File: src/sv/bzs_pkg.sv
`default_nettype none

package bzs_pkg;

    localparam int COORD_BITS_DEF  = 16;
    localparam int COUNT_BITS_DEF  = 10;
    localparam int DIVISIONS_RESET = 16;
    localparam int QUEUE_DEPTH     = 2;
    localparam int AXES            = 3;
    localparam int CFG_INDEX_BITS  = 3;

    typedef enum logic [CFG_INDEX_BITS-1:0] {
        REG_START_X   = 3'd0,
        REG_START_Y   = 3'd1,
        REG_START_Z   = 3'd2,
        REG_CTRL_X    = 3'd3,
        REG_CTRL_Y    = 3'd4,
        REG_CTRL_Z    = 3'd5,
        REG_DIVISIONS = 3'd6
    } cfg_reg_t;

    // echo: return the held point untouched; step: compute a new curve point
    typedef enum logic {
        CMD_ECHO = 1'b0,
        CMD_STEP = 1'b1
    } cmd_op_t;

    typedef struct packed {
        cmd_op_t op;
        logic    fin;
    } cmd_ctl_t;

    typedef enum logic [2:0] {
        BK_IDLE = 3'd0,
        BK_COEF = 3'd1,
        BK_PROD = 3'd2,
        BK_ABS  = 3'd3,
        BK_DIV  = 3'd4,
        BK_SAT  = 3'd5
    } bk_state_t;

    // queue entry: {ctl, count, divisions, end_z, end_y, end_x}
    function automatic int entry_bits(input int coord_bits, input int count_bits);
        return $bits(cmd_ctl_t) + 2 * count_bits + AXES * coord_bits;
    endfunction

endpackage

`default_nettype wire

File: src/sv/bzs_if.sv
`default_nettype none

interface bzs_in_if import bzs_pkg::*; #(
    parameter int COORD_BITS = COORD_BITS_DEF
) ();
    logic                         valid;
    logic                         ready;
    logic                         kind;
    logic signed [COORD_BITS-1:0] end_x;
    logic signed [COORD_BITS-1:0] end_y;
    logic signed [COORD_BITS-1:0] end_z;

    modport source (output valid, kind, end_x, end_y, end_z, input ready);
    modport sink   (input valid, kind, end_x, end_y, end_z, output ready);
endinterface

interface bzs_out_if import bzs_pkg::*; #(
    parameter int COORD_BITS = COORD_BITS_DEF
) ();
    logic                         valid;
    logic                         ready;
    logic signed [COORD_BITS-1:0] pos_x;
    logic signed [COORD_BITS-1:0] pos_y;
    logic signed [COORD_BITS-1:0] pos_z;
    logic                         moved;
    logic                         finished;

    modport source (output valid, pos_x, pos_y, pos_z, moved, finished, input ready);
    modport sink   (input valid, pos_x, pos_y, pos_z, moved, finished, output ready);
endinterface

interface bzs_cfg_if import bzs_pkg::*; #(
    parameter int DATA_BITS = COORD_BITS_DEF
) ();
    logic                      valid;
    logic                      ready;
    logic [CFG_INDEX_BITS-1:0] index;
    logic [DATA_BITS-1:0]      data;

    modport source (output valid, index, data, input ready);
    modport sink   (input valid, index, data, output ready);
endinterface

`default_nettype wire

File: src/sv/bzs_front.sv
`default_nettype none

module bzs_front import bzs_pkg::*; #(
    parameter int COORD_BITS = COORD_BITS_DEF,
    parameter int COUNT_BITS = COUNT_BITS_DEF,
    localparam int ENTRY_BITS = entry_bits(COORD_BITS, COUNT_BITS)
) (
    input  wire logic                  clk,
    input  wire logic                  rst_n,
    bzs_in_if.sink                     in_ch,
    input  wire logic [COUNT_BITS-1:0] divisions,
    output logic                       q_valid,
    input  wire logic                  q_ready,
    output logic [ENTRY_BITS-1:0]      q_data
);

    logic [COUNT_BITS-1:0] step_count_reg, step_count_next;
    logic                  running_reg, running_next;
    logic [COUNT_BITS-1:0] d_eff;
    logic [COUNT_BITS-1:0] cnt_inc;
    logic                  step_fin;
    logic                  accept;
    cmd_ctl_t              ctl;

    assign d_eff    = (divisions == '0) ? COUNT_BITS'(1) : divisions;
    assign cnt_inc  = step_count_reg + 1'b1;
    // counter wrap also ends the run
    assign step_fin = (cnt_inc == '0) || (cnt_inc >= d_eff);
    assign accept   = in_ch.valid && q_ready;

    always_comb
    begin
        ctl.op          = (!in_ch.kind && running_reg) ? CMD_STEP : CMD_ECHO;
        ctl.fin         = (ctl.op == CMD_STEP) && step_fin;
        step_count_next = step_count_reg;
        running_next    = running_reg;
        if (accept)
        begin
            if (in_ch.kind)
            begin
                step_count_next = '0;
                running_next    = 1'b1;
            end
            else if (running_reg)
            begin
                step_count_next = step_fin ? '0 : cnt_inc;
                running_next    = !step_fin;
            end
        end
    end

    always_ff @(posedge clk or negedge rst_n)
    begin
        if (!rst_n)
        begin
            step_count_reg <= '0;
            running_reg    <= 1'b1;
        end
        else
        begin
            step_count_reg <= step_count_next;
            running_reg    <= running_next;
        end
    end

    assign in_ch.ready = q_ready;
    assign q_valid     = in_ch.valid;
    assign q_data      = {ctl, step_count_reg, d_eff, in_ch.end_z, in_ch.end_y, in_ch.end_x};

endmodule

`default_nettype wire

File: src/sv/bzs_queue.sv
`default_nettype none

module bzs_queue import bzs_pkg::*; #(
    parameter int WIDTH = 8,
    parameter int DEPTH = QUEUE_DEPTH
) (
    input  wire logic             clk,
    input  wire logic             rst_n,
    input  wire logic             in_valid,
    output logic                  in_ready,
    input  wire logic [WIDTH-1:0] in_data,
    output logic                  out_valid,
    input  wire logic             out_ready,
    output logic [WIDTH-1:0]      out_data
);

    localparam int PTR_BITS = (DEPTH > 1) ? $clog2(DEPTH) : 1;
    localparam int CNT_BITS = $clog2(DEPTH + 1);

    logic [WIDTH-1:0]    mem [DEPTH];
    logic [PTR_BITS-1:0] wr_ptr_reg, rd_ptr_reg;
    logic [CNT_BITS-1:0] count_reg;
    logic                push, pop;

    assign in_ready  = (count_reg != CNT_BITS'(DEPTH));
    assign out_valid = (count_reg != '0);
    assign out_data  = mem[rd_ptr_reg];
    assign push      = in_valid && in_ready;
    assign pop       = out_valid && out_ready;

    always_ff @(posedge clk)
    begin
        if (push)
        begin
            mem[wr_ptr_reg] <= in_data;
        end
    end

    always_ff @(posedge clk or negedge rst_n)
    begin
        if (!rst_n)
        begin
            wr_ptr_reg <= '0;
            rd_ptr_reg <= '0;
            count_reg  <= '0;
        end
        else
        begin
            if (push)
            begin
                wr_ptr_reg <= (wr_ptr_reg == PTR_BITS'(DEPTH - 1)) ? '0 : wr_ptr_reg + 1'b1;
            end
            if (pop)
            begin
                rd_ptr_reg <= (rd_ptr_reg == PTR_BITS'(DEPTH - 1)) ? '0 : rd_ptr_reg + 1'b1;
            end
            if (push && !pop)
            begin
                count_reg <= count_reg + 1'b1;
            end
            else if (pop && !push)
            begin
                count_reg <= count_reg - 1'b1;
            end
        end
    end

endmodule

`default_nettype wire

File: src/sv/bzs_back.sv
`default_nettype none

module bzs_back import bzs_pkg::*; #(
    parameter int COORD_BITS = COORD_BITS_DEF,
    parameter int COUNT_BITS = COUNT_BITS_DEF,
    localparam int ENTRY_BITS = entry_bits(COORD_BITS, COUNT_BITS)
) (
    input  wire logic                               clk,
    input  wire logic                               rst_n,
    input  wire logic                               q_valid,
    output logic                                    q_ready,
    input  wire logic [ENTRY_BITS-1:0]              q_data,
    input  wire logic [AXES-1:0][COORD_BITS-1:0]    start_pt,
    input  wire logic [AXES-1:0][COORD_BITS-1:0]    ctrl_pt,
    bzs_out_if.source                               out_ch
);

    localparam int CW   = COORD_BITS;
    localparam int CB   = COUNT_BITS;
    localparam int MW   = CB + 2;          // coefficient multiplier operand
    localparam int KW   = 2 * CB + 2;      // curve coefficient, signed
    localparam int PW   = KW + CW;         // coefficient times coordinate
    localparam int NUMW = PW + 2;          // sum of three products
    localparam int DSQW = 2 * CB;          // divisions squared
    localparam int SEQW = $clog2(NUMW);
    localparam int CTLW = $bits(cmd_ctl_t);

    localparam logic [SEQW-1:0] SEQ_LAST4 = SEQW'(3);
    localparam logic [SEQW-1:0] DIV_LAST  = SEQW'(NUMW - 1);
    localparam logic [NUMW-1:0] POS_LIM   = NUMW'((64'd1 << (CW - 1)) - 64'd1);
    localparam logic [NUMW-1:0] NEG_LIM   = NUMW'(64'd1 << (CW - 1));
    localparam logic [CW-1:0]   COORD_MAX = {1'b0, {(CW-1){1'b1}}};
    localparam logic [CW-1:0]   COORD_MIN = {1'b1, {(CW-1){1'b0}}};

    // entry unpack
    cmd_ctl_t                   q_ctl;
    logic [CB-1:0]              q_count;
    logic [CB-1:0]              q_div;
    logic [AXES-1:0][CW-1:0]    q_end;

    assign q_ctl   = cmd_ctl_t'(q_data[AXES*CW + 2*CB +: CTLW]);
    assign q_count = q_data[AXES*CW + CB +: CB];
    assign q_div   = q_data[AXES*CW +: CB];
    assign q_end   = q_data[AXES*CW-1:0];

    bk_state_t                  state_reg, state_next;
    logic [SEQW-1:0]            seq_reg, seq_next;
    logic                       take_job, echo_load, res_load, out_free;

    logic                       out_valid_reg;
    logic [AXES-1:0][CW-1:0]    pos_reg;
    logic                       moved_reg, finished_reg;
    logic [AXES-1:0][CW-1:0]    held_reg;

    logic [CB-1:0]              c_reg, d_reg;
    logic                       fin_reg;
    logic [AXES-1:0][CW-1:0]    end_reg;
    logic signed [KW-1:0]       k_rr_reg, k_cr_reg, k_cc_reg;
    logic [DSQW-1:0]            dsq_reg;

    logic signed [PW-1:0]       prod_reg [AXES];
    logic signed [NUMW-1:0]     acc_reg  [AXES];
    logic [NUMW-1:0]            quo_reg  [AXES];
    logic [DSQW-1:0]            rem_reg  [AXES];
    logic                       neg_reg  [AXES];

    logic signed [CB:0]         r_val;
    logic signed [MW-1:0]       mul_a, mul_b;
    logic signed [2*MW-1:0]     kmul;
    logic signed [KW-1:0]       k_sel;
    logic signed [CW-1:0]       p_sel    [AXES];
    logic signed [PW-1:0]       prod_w   [AXES];
    logic [DSQW:0]              rem_sh   [AXES];
    logic [DSQW:0]              rem_diff [AXES];
    logic                       rem_ge   [AXES];
    logic [AXES-1:0][CW-1:0]    sat_w;

    assign out_free = !out_valid_reg || out_ch.ready;

    // ---------------- sequencer ----------------
    always_ff @(posedge clk or negedge rst_n)
    begin
        if (!rst_n)
        begin
            state_reg <= BK_IDLE;
            seq_reg   <= '0;
        end
        else
        begin
            state_reg <= state_next;
            seq_reg   <= seq_next;
        end
    end

    always_comb
    begin
        state_next = state_reg;
        seq_next   = seq_reg;
        q_ready    = 1'b0;
        take_job   = 1'b0;
        echo_load  = 1'b0;
        res_load   = 1'b0;
        case (state_reg)
            BK_IDLE:
            begin
                seq_next = '0;
                if (q_valid)
                begin
                    if (q_ctl.op == CMD_STEP)
                    begin
                        q_ready    = 1'b1;
                        take_job   = 1'b1;
                        state_next = BK_COEF;
                    end
                    else if (out_free)
                    begin
                        q_ready   = 1'b1;
                        echo_load = 1'b1;
                    end
                end
            end
            BK_COEF:
            begin
                seq_next = seq_reg + 1'b1;
                if (seq_reg == SEQ_LAST4)
                begin
                    seq_next   = '0;
                    state_next = BK_PROD;
                end
            end
            BK_PROD:
            begin
                seq_next = seq_reg + 1'b1;
                if (seq_reg == SEQ_LAST4)
                begin
                    seq_next   = '0;
                    state_next = BK_ABS;
                end
            end
            BK_ABS:
            begin
                seq_next   = '0;
                state_next = BK_DIV;
            end
            BK_DIV:
            begin
                seq_next = seq_reg + 1'b1;
                if (seq_reg == DIV_LAST)
                begin
                    seq_next   = '0;
                    state_next = BK_SAT;
                end
            end
            BK_SAT:
            begin
                if (out_free)
                begin
                    res_load   = 1'b1;
                    state_next = BK_IDLE;
                end
            end
            default:
            begin
                state_next = BK_IDLE;
                seq_next   = '0;
            end
        endcase
    end

    // ---------------- coefficient multiplier ----------------
    assign r_val = $signed({1'b0, d_reg}) - $signed({1'b0, c_reg});

    always_comb
    begin
        case (seq_reg[1:0])
            2'd0:
            begin
                mul_a = {r_val[CB], r_val};
                mul_b = {r_val[CB], r_val};
            end
            2'd1:
            begin
                mul_a = $signed({2'b00, c_reg});
                mul_b = {r_val[CB], r_val};
            end
            2'd2:
            begin
                mul_a = $signed({2'b00, c_reg});
                mul_b = $signed({2'b00, c_reg});
            end
            default:
            begin
                mul_a = $signed({2'b00, d_reg});
                mul_b = $signed({2'b00, d_reg});
            end
        endcase
    end

    assign kmul = mul_a * mul_b;

    // ---------------- per-axis lanes ----------------
    always_comb
    begin
        case (seq_reg[1:0])
            2'd0:    k_sel = k_rr_reg;
            2'd1:    k_sel = k_cr_reg;
            default: k_sel = k_cc_reg;
        endcase
        for (int a = 0; a < AXES; a++)
        begin
            case (seq_reg[1:0])
                2'd0:    p_sel[a] = $signed(start_pt[a]);
                2'd1:    p_sel[a] = $signed(ctrl_pt[a]);
                default: p_sel[a] = $signed(end_reg[a]);
            endcase
            prod_w[a]   = k_sel * p_sel[a];
            rem_sh[a]   = {rem_reg[a], quo_reg[a][NUMW-1]};
            rem_diff[a] = rem_sh[a] - {1'b0, dsq_reg};
            rem_ge[a]   = (rem_sh[a] >= {1'b0, dsq_reg});
            if (!neg_reg[a])
            begin
                sat_w[a] = (quo_reg[a] > POS_LIM) ? COORD_MAX : quo_reg[a][CW-1:0];
            end
            else
            begin
                sat_w[a] = (quo_reg[a] > NEG_LIM) ? COORD_MIN : (~quo_reg[a][CW-1:0] + 1'b1);
            end
        end
    end

    // datapath, no reset needed
    always_ff @(posedge clk)
    begin
        if (take_job)
        begin
            c_reg   <= q_count;
            d_reg   <= q_div;
            fin_reg <= q_ctl.fin;
            end_reg <= q_end;
        end
        if (state_reg == BK_COEF)
        begin
            case (seq_reg[1:0])
                2'd0:    k_rr_reg <= kmul[KW-1:0];
                2'd1:    k_cr_reg <= {kmul[KW-2:0], 1'b0};
                2'd2:    k_cc_reg <= kmul[KW-1:0];
                default: dsq_reg  <= kmul[DSQW-1:0];
            endcase
        end
        for (int a = 0; a < AXES; a++)
        begin
            case (state_reg)
                BK_PROD:
                begin
                    prod_reg[a] <= prod_w[a];
                    if (seq_reg == '0)
                    begin
                        acc_reg[a] <= '0;
                    end
                    else
                    begin
                        acc_reg[a] <= acc_reg[a] + {{2{prod_reg[a][PW-1]}}, prod_reg[a]};
                    end
                end
                BK_ABS:
                begin
                    neg_reg[a] <= acc_reg[a][NUMW-1];
                    quo_reg[a] <= acc_reg[a][NUMW-1] ? (~acc_reg[a] + 1'b1) : acc_reg[a];
                    rem_reg[a] <= '0;
                end
                BK_DIV:
                begin
                    rem_reg[a] <= rem_ge[a] ? rem_diff[a][DSQW-1:0] : rem_sh[a][DSQW-1:0];
                    quo_reg[a] <= {quo_reg[a][NUMW-2:0], rem_ge[a]};
                end
                default:
                begin
                end
            endcase
        end
        if (echo_load)
        begin
            pos_reg      <= held_reg;
            moved_reg    <= 1'b0;
            finished_reg <= 1'b0;
        end
        else if (res_load)
        begin
            pos_reg      <= sat_w;
            moved_reg    <= 1'b1;
            finished_reg <= fin_reg;
        end
    end

    always_ff @(posedge clk or negedge rst_n)
    begin
        if (!rst_n)
        begin
            out_valid_reg <= 1'b0;
            held_reg      <= '0;
        end
        else
        begin
            if (echo_load || res_load)
            begin
                out_valid_reg <= 1'b1;
            end
            else if (out_ch.ready)
            begin
                out_valid_reg <= 1'b0;
            end
            if (res_load)
            begin
                held_reg <= sat_w;
            end
        end
    end

    assign out_ch.valid    = out_valid_reg;
    assign out_ch.pos_x    = pos_reg[0];
    assign out_ch.pos_y    = pos_reg[1];
    assign out_ch.pos_z    = pos_reg[2];
    assign out_ch.moved    = moved_reg;
    assign out_ch.finished = finished_reg;

endmodule

`default_nettype wire

File: src/sv/quadratic_bezier_stepper_unit.sv
// Quadratic Bezier stepper: one 3D curve point per advance beat.
// cfg_ch  : register writes (index 0..2 start point, 3..5 control point,
//           6 divisions). Always ready. Write only while the block is idle.
// in_ch   : kind = 0 advances one step (while armed) using the beat's end point,
//           kind = 1 rearms the curve at count zero.
// out_ch  : exactly one result beat per input beat, in order. pos is the
//           new point (moved = 1) or the held point (moved = 0); finished
//           flags the step that closed the run.
// Path    : an advance beat's result passes the queue, then the states
//           COEF, PROD, ABS, DIV and SAT, then the output register;
//           NUMW = 2*COUNT_BITS + COORD_BITS + 4 (40 at defaults). DIV is
//           a bit-serial divide by divisions squared, one quotient bit per
//           cycle, three axes in parallel lanes. Restart / idle beats pass
//           the queue and the output register when nothing waits ahead.
// Queue   : the back end takes one advance beat at a time; the two-entry
//           command queue keeps taking beats while the back end computes.
// Reset   : points clear to the origin, divisions = 16, count zero and
//           armed, held point at origin, output empty.
// Stall   : a result waits in the output register; the back end finishes
//           the next point behind it, then the queue fills and in_ch drops
//           ready.
`default_nettype none

module quadratic_bezier_stepper_unit import bzs_pkg::*; #(
    parameter int COORD_BITS = COORD_BITS_DEF,
    parameter int COUNT_BITS = COUNT_BITS_DEF
) (
    input  wire logic clk,
    input  wire logic rst_n,
    bzs_cfg_if.sink   cfg_ch,
    bzs_in_if.sink    in_ch,
    bzs_out_if.source out_ch
);

    localparam int ENTRY_BITS = entry_bits(COORD_BITS, COUNT_BITS);

    // configuration registers, [0] = x
    logic [AXES-1:0][COORD_BITS-1:0] start_reg;
    logic [AXES-1:0][COORD_BITS-1:0] ctrl_reg;
    logic [COUNT_BITS-1:0]           div_reg;

    assign cfg_ch.ready = 1'b1;

    always_ff @(posedge clk or negedge rst_n)
    begin
        if (!rst_n)
        begin
            start_reg <= '0;
            ctrl_reg  <= '0;
            div_reg   <= COUNT_BITS'(DIVISIONS_RESET);
        end
        else if (cfg_ch.valid)
        begin
            case (cfg_reg_t'(cfg_ch.index))
                REG_START_X:   start_reg[0] <= cfg_ch.data[COORD_BITS-1:0];
                REG_START_Y:   start_reg[1] <= cfg_ch.data[COORD_BITS-1:0];
                REG_START_Z:   start_reg[2] <= cfg_ch.data[COORD_BITS-1:0];
                REG_CTRL_X:    ctrl_reg[0]  <= cfg_ch.data[COORD_BITS-1:0];
                REG_CTRL_Y:    ctrl_reg[1]  <= cfg_ch.data[COORD_BITS-1:0];
                REG_CTRL_Z:    ctrl_reg[2]  <= cfg_ch.data[COORD_BITS-1:0];
                REG_DIVISIONS: div_reg      <= cfg_ch.data[COUNT_BITS-1:0];
                default:
                begin
                    // unknown index: dropped
                end
            endcase
        end
    end

    // front end -> queue -> back end
    logic                  f_valid, f_ready;
    logic [ENTRY_BITS-1:0] f_data;
    logic                  b_valid, b_ready;
    logic [ENTRY_BITS-1:0] b_data;

    // front owns the step counter and run flag, so it classifies each beat
    // and decides "finished" at accept time
    bzs_front #(
        .COORD_BITS (COORD_BITS),
        .COUNT_BITS (COUNT_BITS)
    ) u_front (
        .clk       (clk),
        .rst_n     (rst_n),
        .in_ch     (in_ch),
        .divisions (div_reg),
        .q_valid   (f_valid),
        .q_ready   (f_ready),
        .q_data    (f_data)
    );

    bzs_queue #(
        .WIDTH (ENTRY_BITS),
        .DEPTH (QUEUE_DEPTH)
    ) u_queue (
        .clk       (clk),
        .rst_n     (rst_n),
        .in_valid  (f_valid),
        .in_ready  (f_ready),
        .in_data   (f_data),
        .out_valid (b_valid),
        .out_ready (b_ready),
        .out_data  (b_data)
    );

    // back end: coefficients, per-axis products, divide, saturate, hold
    bzs_back #(
        .COORD_BITS (COORD_BITS),
        .COUNT_BITS (COUNT_BITS)
    ) u_back (
        .clk      (clk),
        .rst_n    (rst_n),
        .q_valid  (b_valid),
        .q_ready  (b_ready),
        .q_data   (b_data),
        .start_pt (start_reg),
        .ctrl_pt  (ctrl_reg),
        .out_ch   (out_ch)
    );

endmodule

`default_nettype wire

File: src/flat_wrapper.sv
// flat-port wrapper written by rule: the top's interface ports become plain ports
module quadratic_bezier_stepper_unit_flat import bzs_pkg::*;
#(
    parameter int COORD_BITS = COORD_BITS_DEF,
    parameter int COUNT_BITS = COUNT_BITS_DEF
)
  (clk, rst_n, cfg_ch_valid, cfg_ch_index, cfg_ch_data, cfg_ch_ready, in_ch_valid, in_ch_kind, in_ch_end_x, in_ch_end_y, in_ch_end_z, in_ch_ready, out_ch_valid, out_ch_pos_x, out_ch_pos_y, out_ch_pos_z, out_ch_moved, out_ch_finished, out_ch_ready);
  bzs_cfg_if cfg_ch_i ();
  bzs_in_if #(.COORD_BITS(COORD_BITS)) in_ch_i ();
  bzs_out_if #(.COORD_BITS(COORD_BITS)) out_ch_i ();
  input  wire logic clk;
  input  wire logic rst_n;
  input wire logic [$bits(cfg_ch_i.valid)-1:0] cfg_ch_valid;
  input wire logic [$bits(cfg_ch_i.index)-1:0] cfg_ch_index;
  input wire logic [$bits(cfg_ch_i.data)-1:0] cfg_ch_data;
  output wire logic [$bits(cfg_ch_i.ready)-1:0] cfg_ch_ready;
  input wire logic [$bits(in_ch_i.valid)-1:0] in_ch_valid;
  input wire logic [$bits(in_ch_i.kind)-1:0] in_ch_kind;
  input wire logic [$bits(in_ch_i.end_x)-1:0] in_ch_end_x;
  input wire logic [$bits(in_ch_i.end_y)-1:0] in_ch_end_y;
  input wire logic [$bits(in_ch_i.end_z)-1:0] in_ch_end_z;
  output wire logic [$bits(in_ch_i.ready)-1:0] in_ch_ready;
  output wire logic [$bits(out_ch_i.valid)-1:0] out_ch_valid;
  output wire logic [$bits(out_ch_i.pos_x)-1:0] out_ch_pos_x;
  output wire logic [$bits(out_ch_i.pos_y)-1:0] out_ch_pos_y;
  output wire logic [$bits(out_ch_i.pos_z)-1:0] out_ch_pos_z;
  output wire logic [$bits(out_ch_i.moved)-1:0] out_ch_moved;
  output wire logic [$bits(out_ch_i.finished)-1:0] out_ch_finished;
  input wire logic [$bits(out_ch_i.ready)-1:0] out_ch_ready;
  assign cfg_ch_i.valid = cfg_ch_valid;
  assign cfg_ch_i.index = cfg_ch_index;
  assign cfg_ch_i.data = cfg_ch_data;
  assign cfg_ch_ready = cfg_ch_i.ready;
  assign in_ch_i.valid = in_ch_valid;
  assign in_ch_i.kind = in_ch_kind;
  assign in_ch_i.end_x = in_ch_end_x;
  assign in_ch_i.end_y = in_ch_end_y;
  assign in_ch_i.end_z = in_ch_end_z;
  assign in_ch_ready = in_ch_i.ready;
  assign out_ch_valid = out_ch_i.valid;
  assign out_ch_pos_x = out_ch_i.pos_x;
  assign out_ch_pos_y = out_ch_i.pos_y;
  assign out_ch_pos_z = out_ch_i.pos_z;
  assign out_ch_moved = out_ch_i.moved;
  assign out_ch_finished = out_ch_i.finished;
  assign out_ch_i.ready = out_ch_ready;
  quadratic_bezier_stepper_unit #(.COORD_BITS(COORD_BITS), .COUNT_BITS(COUNT_BITS)) u_core (.clk(clk), .rst_n(rst_n), .cfg_ch(cfg_ch_i), .in_ch(in_ch_i), .out_ch(out_ch_i));
endmodule
File: config.mk
export PLATFORM = sky130hd
export DESIGN_NAME = quadratic_bezier_stepper_unit_flat
export DESIGN_NICKNAME = d
export VERILOG_FILES = /design/src/sv/bzs_pkg.sv /design/src/sv/bzs_if.sv /design/src/sv/bzs_front.sv /design/src/sv/bzs_queue.sv /design/src/sv/bzs_back.sv /design/src/sv/quadratic_bezier_stepper_unit.sv /design/src/flat_wrapper.sv
export SDC_FILE = /design/constraint.sdc
export NUM_CORES = 2
export LEC_CHECK = 0
export BUFFER_PORTS_ARGS = -buffer_cell sky130_fd_sc_hd__buf_2
export CORE_ASPECT_RATIO = 1.2
export CORE_UTILIZATION = 50
export DETAILED_ROUTE_END_ITERATION = 8
export HOLD_SLACK_MARGIN = 0.1
export MAX_ROUTING_LAYER = met4
export PLACE_DENSITY = 0.66
export REMOVE_ABC_BUFFERS = 1
export SYNTH_ARGS = -nofsm -noshare
export SYNTH_HDL_FRONTEND = slang
export SYNTH_SLANG_ARGS = --single-unit
File: constraint.sdc
create_clock -name clk -period 23.2 [get_ports clk]
set_clock_uncertainty 0.05 [all_clocks]
set_input_delay 2.32 -clock clk [delete_from_list [all_inputs] [get_ports clk]]
set_output_delay 2.32 -clock clk [all_outputs]
set_load 0.02 [all_outputs]
==> run metrics <==
flops & latches, synth=940; Setup TNS Final=0 ns; fin cells=approximately 12,000; height of the die=between 400 and 500 um; Slowest Stage Delay on Critical Path=between 0.7 and 0.8 ns; syn avg cell area=between 9 and 10 um^2; CTS resizes=0; Async S/R FF share, synth=19.04%; Final ANT Viol Nets=0; Mapped Cells=9,139; HPWL Detailed=approximately 180,000 um; outcome=completed; startpoint types=register; Setup Buffers After CTS=0; clk slew on worst S/H paths=approximately 0.060 ns; Worst EP required=about 24 ns; fin crit share=a little over two fifths; critical path type=register to register; CTS Root Cell=clkbuf_16; RePlAce Congestion=0.9421; count of unique library cells instantiated by Yosys=85; Ys Warns=0; largest net degree at the start of global routing=around 110; Layout Nets=roughly 11,000; via count=64,220; CP max-delay cell=buf_4; drt wl/cell=slightly below 20 um; sequential area share after synthesis=30.18%; Largest register FFs=140; setup violators final=0; Core ar.=~180,000 um^2; most used cell, CP=fa_1; Synth Cell Area=about 91,000 um^2; Primary FF master, synth=edfxtp_1; vias in the first global route=approximately 66,000; count leader, synth=inv_1; initial antenna violation count=5; Tightest Pin Transition=between 1 and 1.5 ns; critical path peak fanout=between 60 and 70; share of cells above drive strength 1=7.195%; CTS tree=yes; Placed Cells incl. Taps=11,430; CP endpoint kind=register; count of hold-fix buffers inserted at cts=0; die area=around 180,000 um^2; Max clock buf depth=3; Filler Cell Count=15,980; Max Cap Violations=0; RSZ-0062 raised after global routing=no; crit path DAT=10.46 ns; # clock sinks=940; final slew viol count=0; Worst-Skew Late Latency=approximately 0.76 ns; gr usage total=between 20% and 30%; I/O Buffers=roughly 120; I/O pin count=between 100 and 150; 1st-pass router iterations=5; drt via density=5.522; Hold Fails Final Rpt=0; Fmax=~100 MHz; top area cells in the synthesized netlist=fa_1 26%, edfxtp_1 25%, ha_1 7.4%, inv_1 6.2%, dfrtp_1 4.9%; minimum clock period after layout=around 10 ns; Die Wd=about 400 um; area of the multi-input gates=around 56,000 um^2; CTS buffer count=between 100 and 150; first-pass GRT wire length=roughly 370,000 um; htree depth=3; cell row count=170; total grt overflow=0; hold crit path type=register to register; DRT iter0 DRCs=5,008; Layout area overhead=7.528%; final WL=between 200,000 and 250,000 um; Synth top area share=25.86%; dominant cell type by area after synthesis=fa_1; top post-synthesis cells by count=1,483 x inv_1, 1,169 x fa_1, 1,087 x nand2_1, 883 x nor2_1, 759 x edfxtp_1; Rel. slew slack=8.876%; Residual DRC=0; Register Area=roughly 27,000 um^2; number of synthesized flops with an enable pin=approximately 760; Initial Util=between 50 and 60%
## worst max-delay path: cells and delay by family (launching register included)
family	cells	cell delay [ns]
AOI/OAI and AO/OA	10	2.49
DFF	1	0.40
and+or+nand+nor	3	0.61
adders and majority gates	8	3.87
xor gates and xnor gates	1	0.15
buffers and inverters	6	2.12
## routing by layer
metal  share of wire (%)  vias up  global-route usage (%)
met5                   0        -                       -
met4                 3.6        0                   8.877
met3                 6.5      386                   3.926
met2                  47     1941                   41.71
met1                  43    32130                   35.09
li1                    -    29760                       -
## metrics by stage
stage | hold WS (ns) | setup WS, ns | utilization (%) | instance area (um^2)
after CTS | 0.3961 | 13.21 | 54.27 | 97310
after detailed placement | 0.3873 | 13.28 | 52.37 | 93900
final | 0.3932 | 13.17 | 54.28 | 97330
after global placement | 0.3869 | 13.46 | 52.37 | 93900
after global routing | 0.4515 | 12.58 | 54.28 | 97320
after floorplan | 0.3997 | 5.033 | - | 89150
## path summary, 6_finish.rpt
check / end / slack, ns / startpoint / depth (start not counted)
hold reg to reg: u_core.u_back.out_ch.moved$_SDFFE_PP0P_ / 0.39 / u_core.u_back.out_ch.moved$_SDFFE_PP0P_ / 2
max in group asynchronous: u_core.u_back.held_reg[29]$_DFFE_PN0P_ / 19.53 / rst_n / 3
min in group asynchronous: u_core.ctrl_reg[20]$_DFFE_PN0P_ / 1.55 / rst_n / 1
setup / recovery: u_core.u_back.prod_reg[0][36]$_DFFE_PP_ / 13.17 / u_core.u_back.seq_reg[1]$_DFFE_PN0P_ / 28
setup reg to reg: u_core.u_back.prod_reg[0][36]$_DFFE_PP_ / 13.17 / u_core.u_back.seq_reg[1]$_DFFE_PN0P_ / 28
hold / removal: u_core.u_back.out_ch.moved$_SDFFE_PP0P_ / 0.39 / u_core.u_back.out_ch.moved$_SDFFE_PP0P_ / 2
## cells by family after synthesis
group / synth area share (%)
simple gates: 12.16
fa+ha+maj: 33.29
flops: 30.18
compound gates: 10.07
buf+inv: 7.685
mux: 2.527
other cells: 0.004143
xor+xnor: 4.084
## cell type report
| class | count | share of cell area (%) |
|---|---|---|
| multi-input combinational | 6347 | 57.99 |
| clock inverter | 49 | 0.5104 |
| sequential | 940 | 28.07 |
| tap | 2408 | 3.096 |
| inverter | 1489 | 5.743 |
| clock buffer | 144 | 2.990 |
| antenna | 6 | 0.01543 |
| timing repair buffer | 246 | 1.588 |
## cell usage in the layout, fill, tap and decap left out, drive strengths merged, types with 33 or more instances in the layout
cell / netlist / layout
a21o: 187 / 187
o21ai: 398 / 398
ha: 538 / 538
buf: 43 / 245
nand4: 33 / 33
o21a: 42 / 42
fa: 1169 / 1169
nand2: 1087 / 1087
xnor2: 220 / 220
nand3: 81 / 81
edfxtp: 759 / 759
a22o: 68 / 68
nor3: 73 / 73
o31ai: 68 / 68
clkbuf: 320 / 145
dfrtp: 177 / 177
nor2b: 74 / 74
nand2b: 66 / 66
a21oi: 423 / 423
o21bai: 35 / 35
and2: 57 / 57
mux2: 180 / 180
xor2: 202 / 202
nor2: 883 / 883
inv: 1486 / 1497
or3: 74 / 74
Power is not shown: default switching activity piles up to over one toggle a cycle in this logic, so the estimate is an artifact.
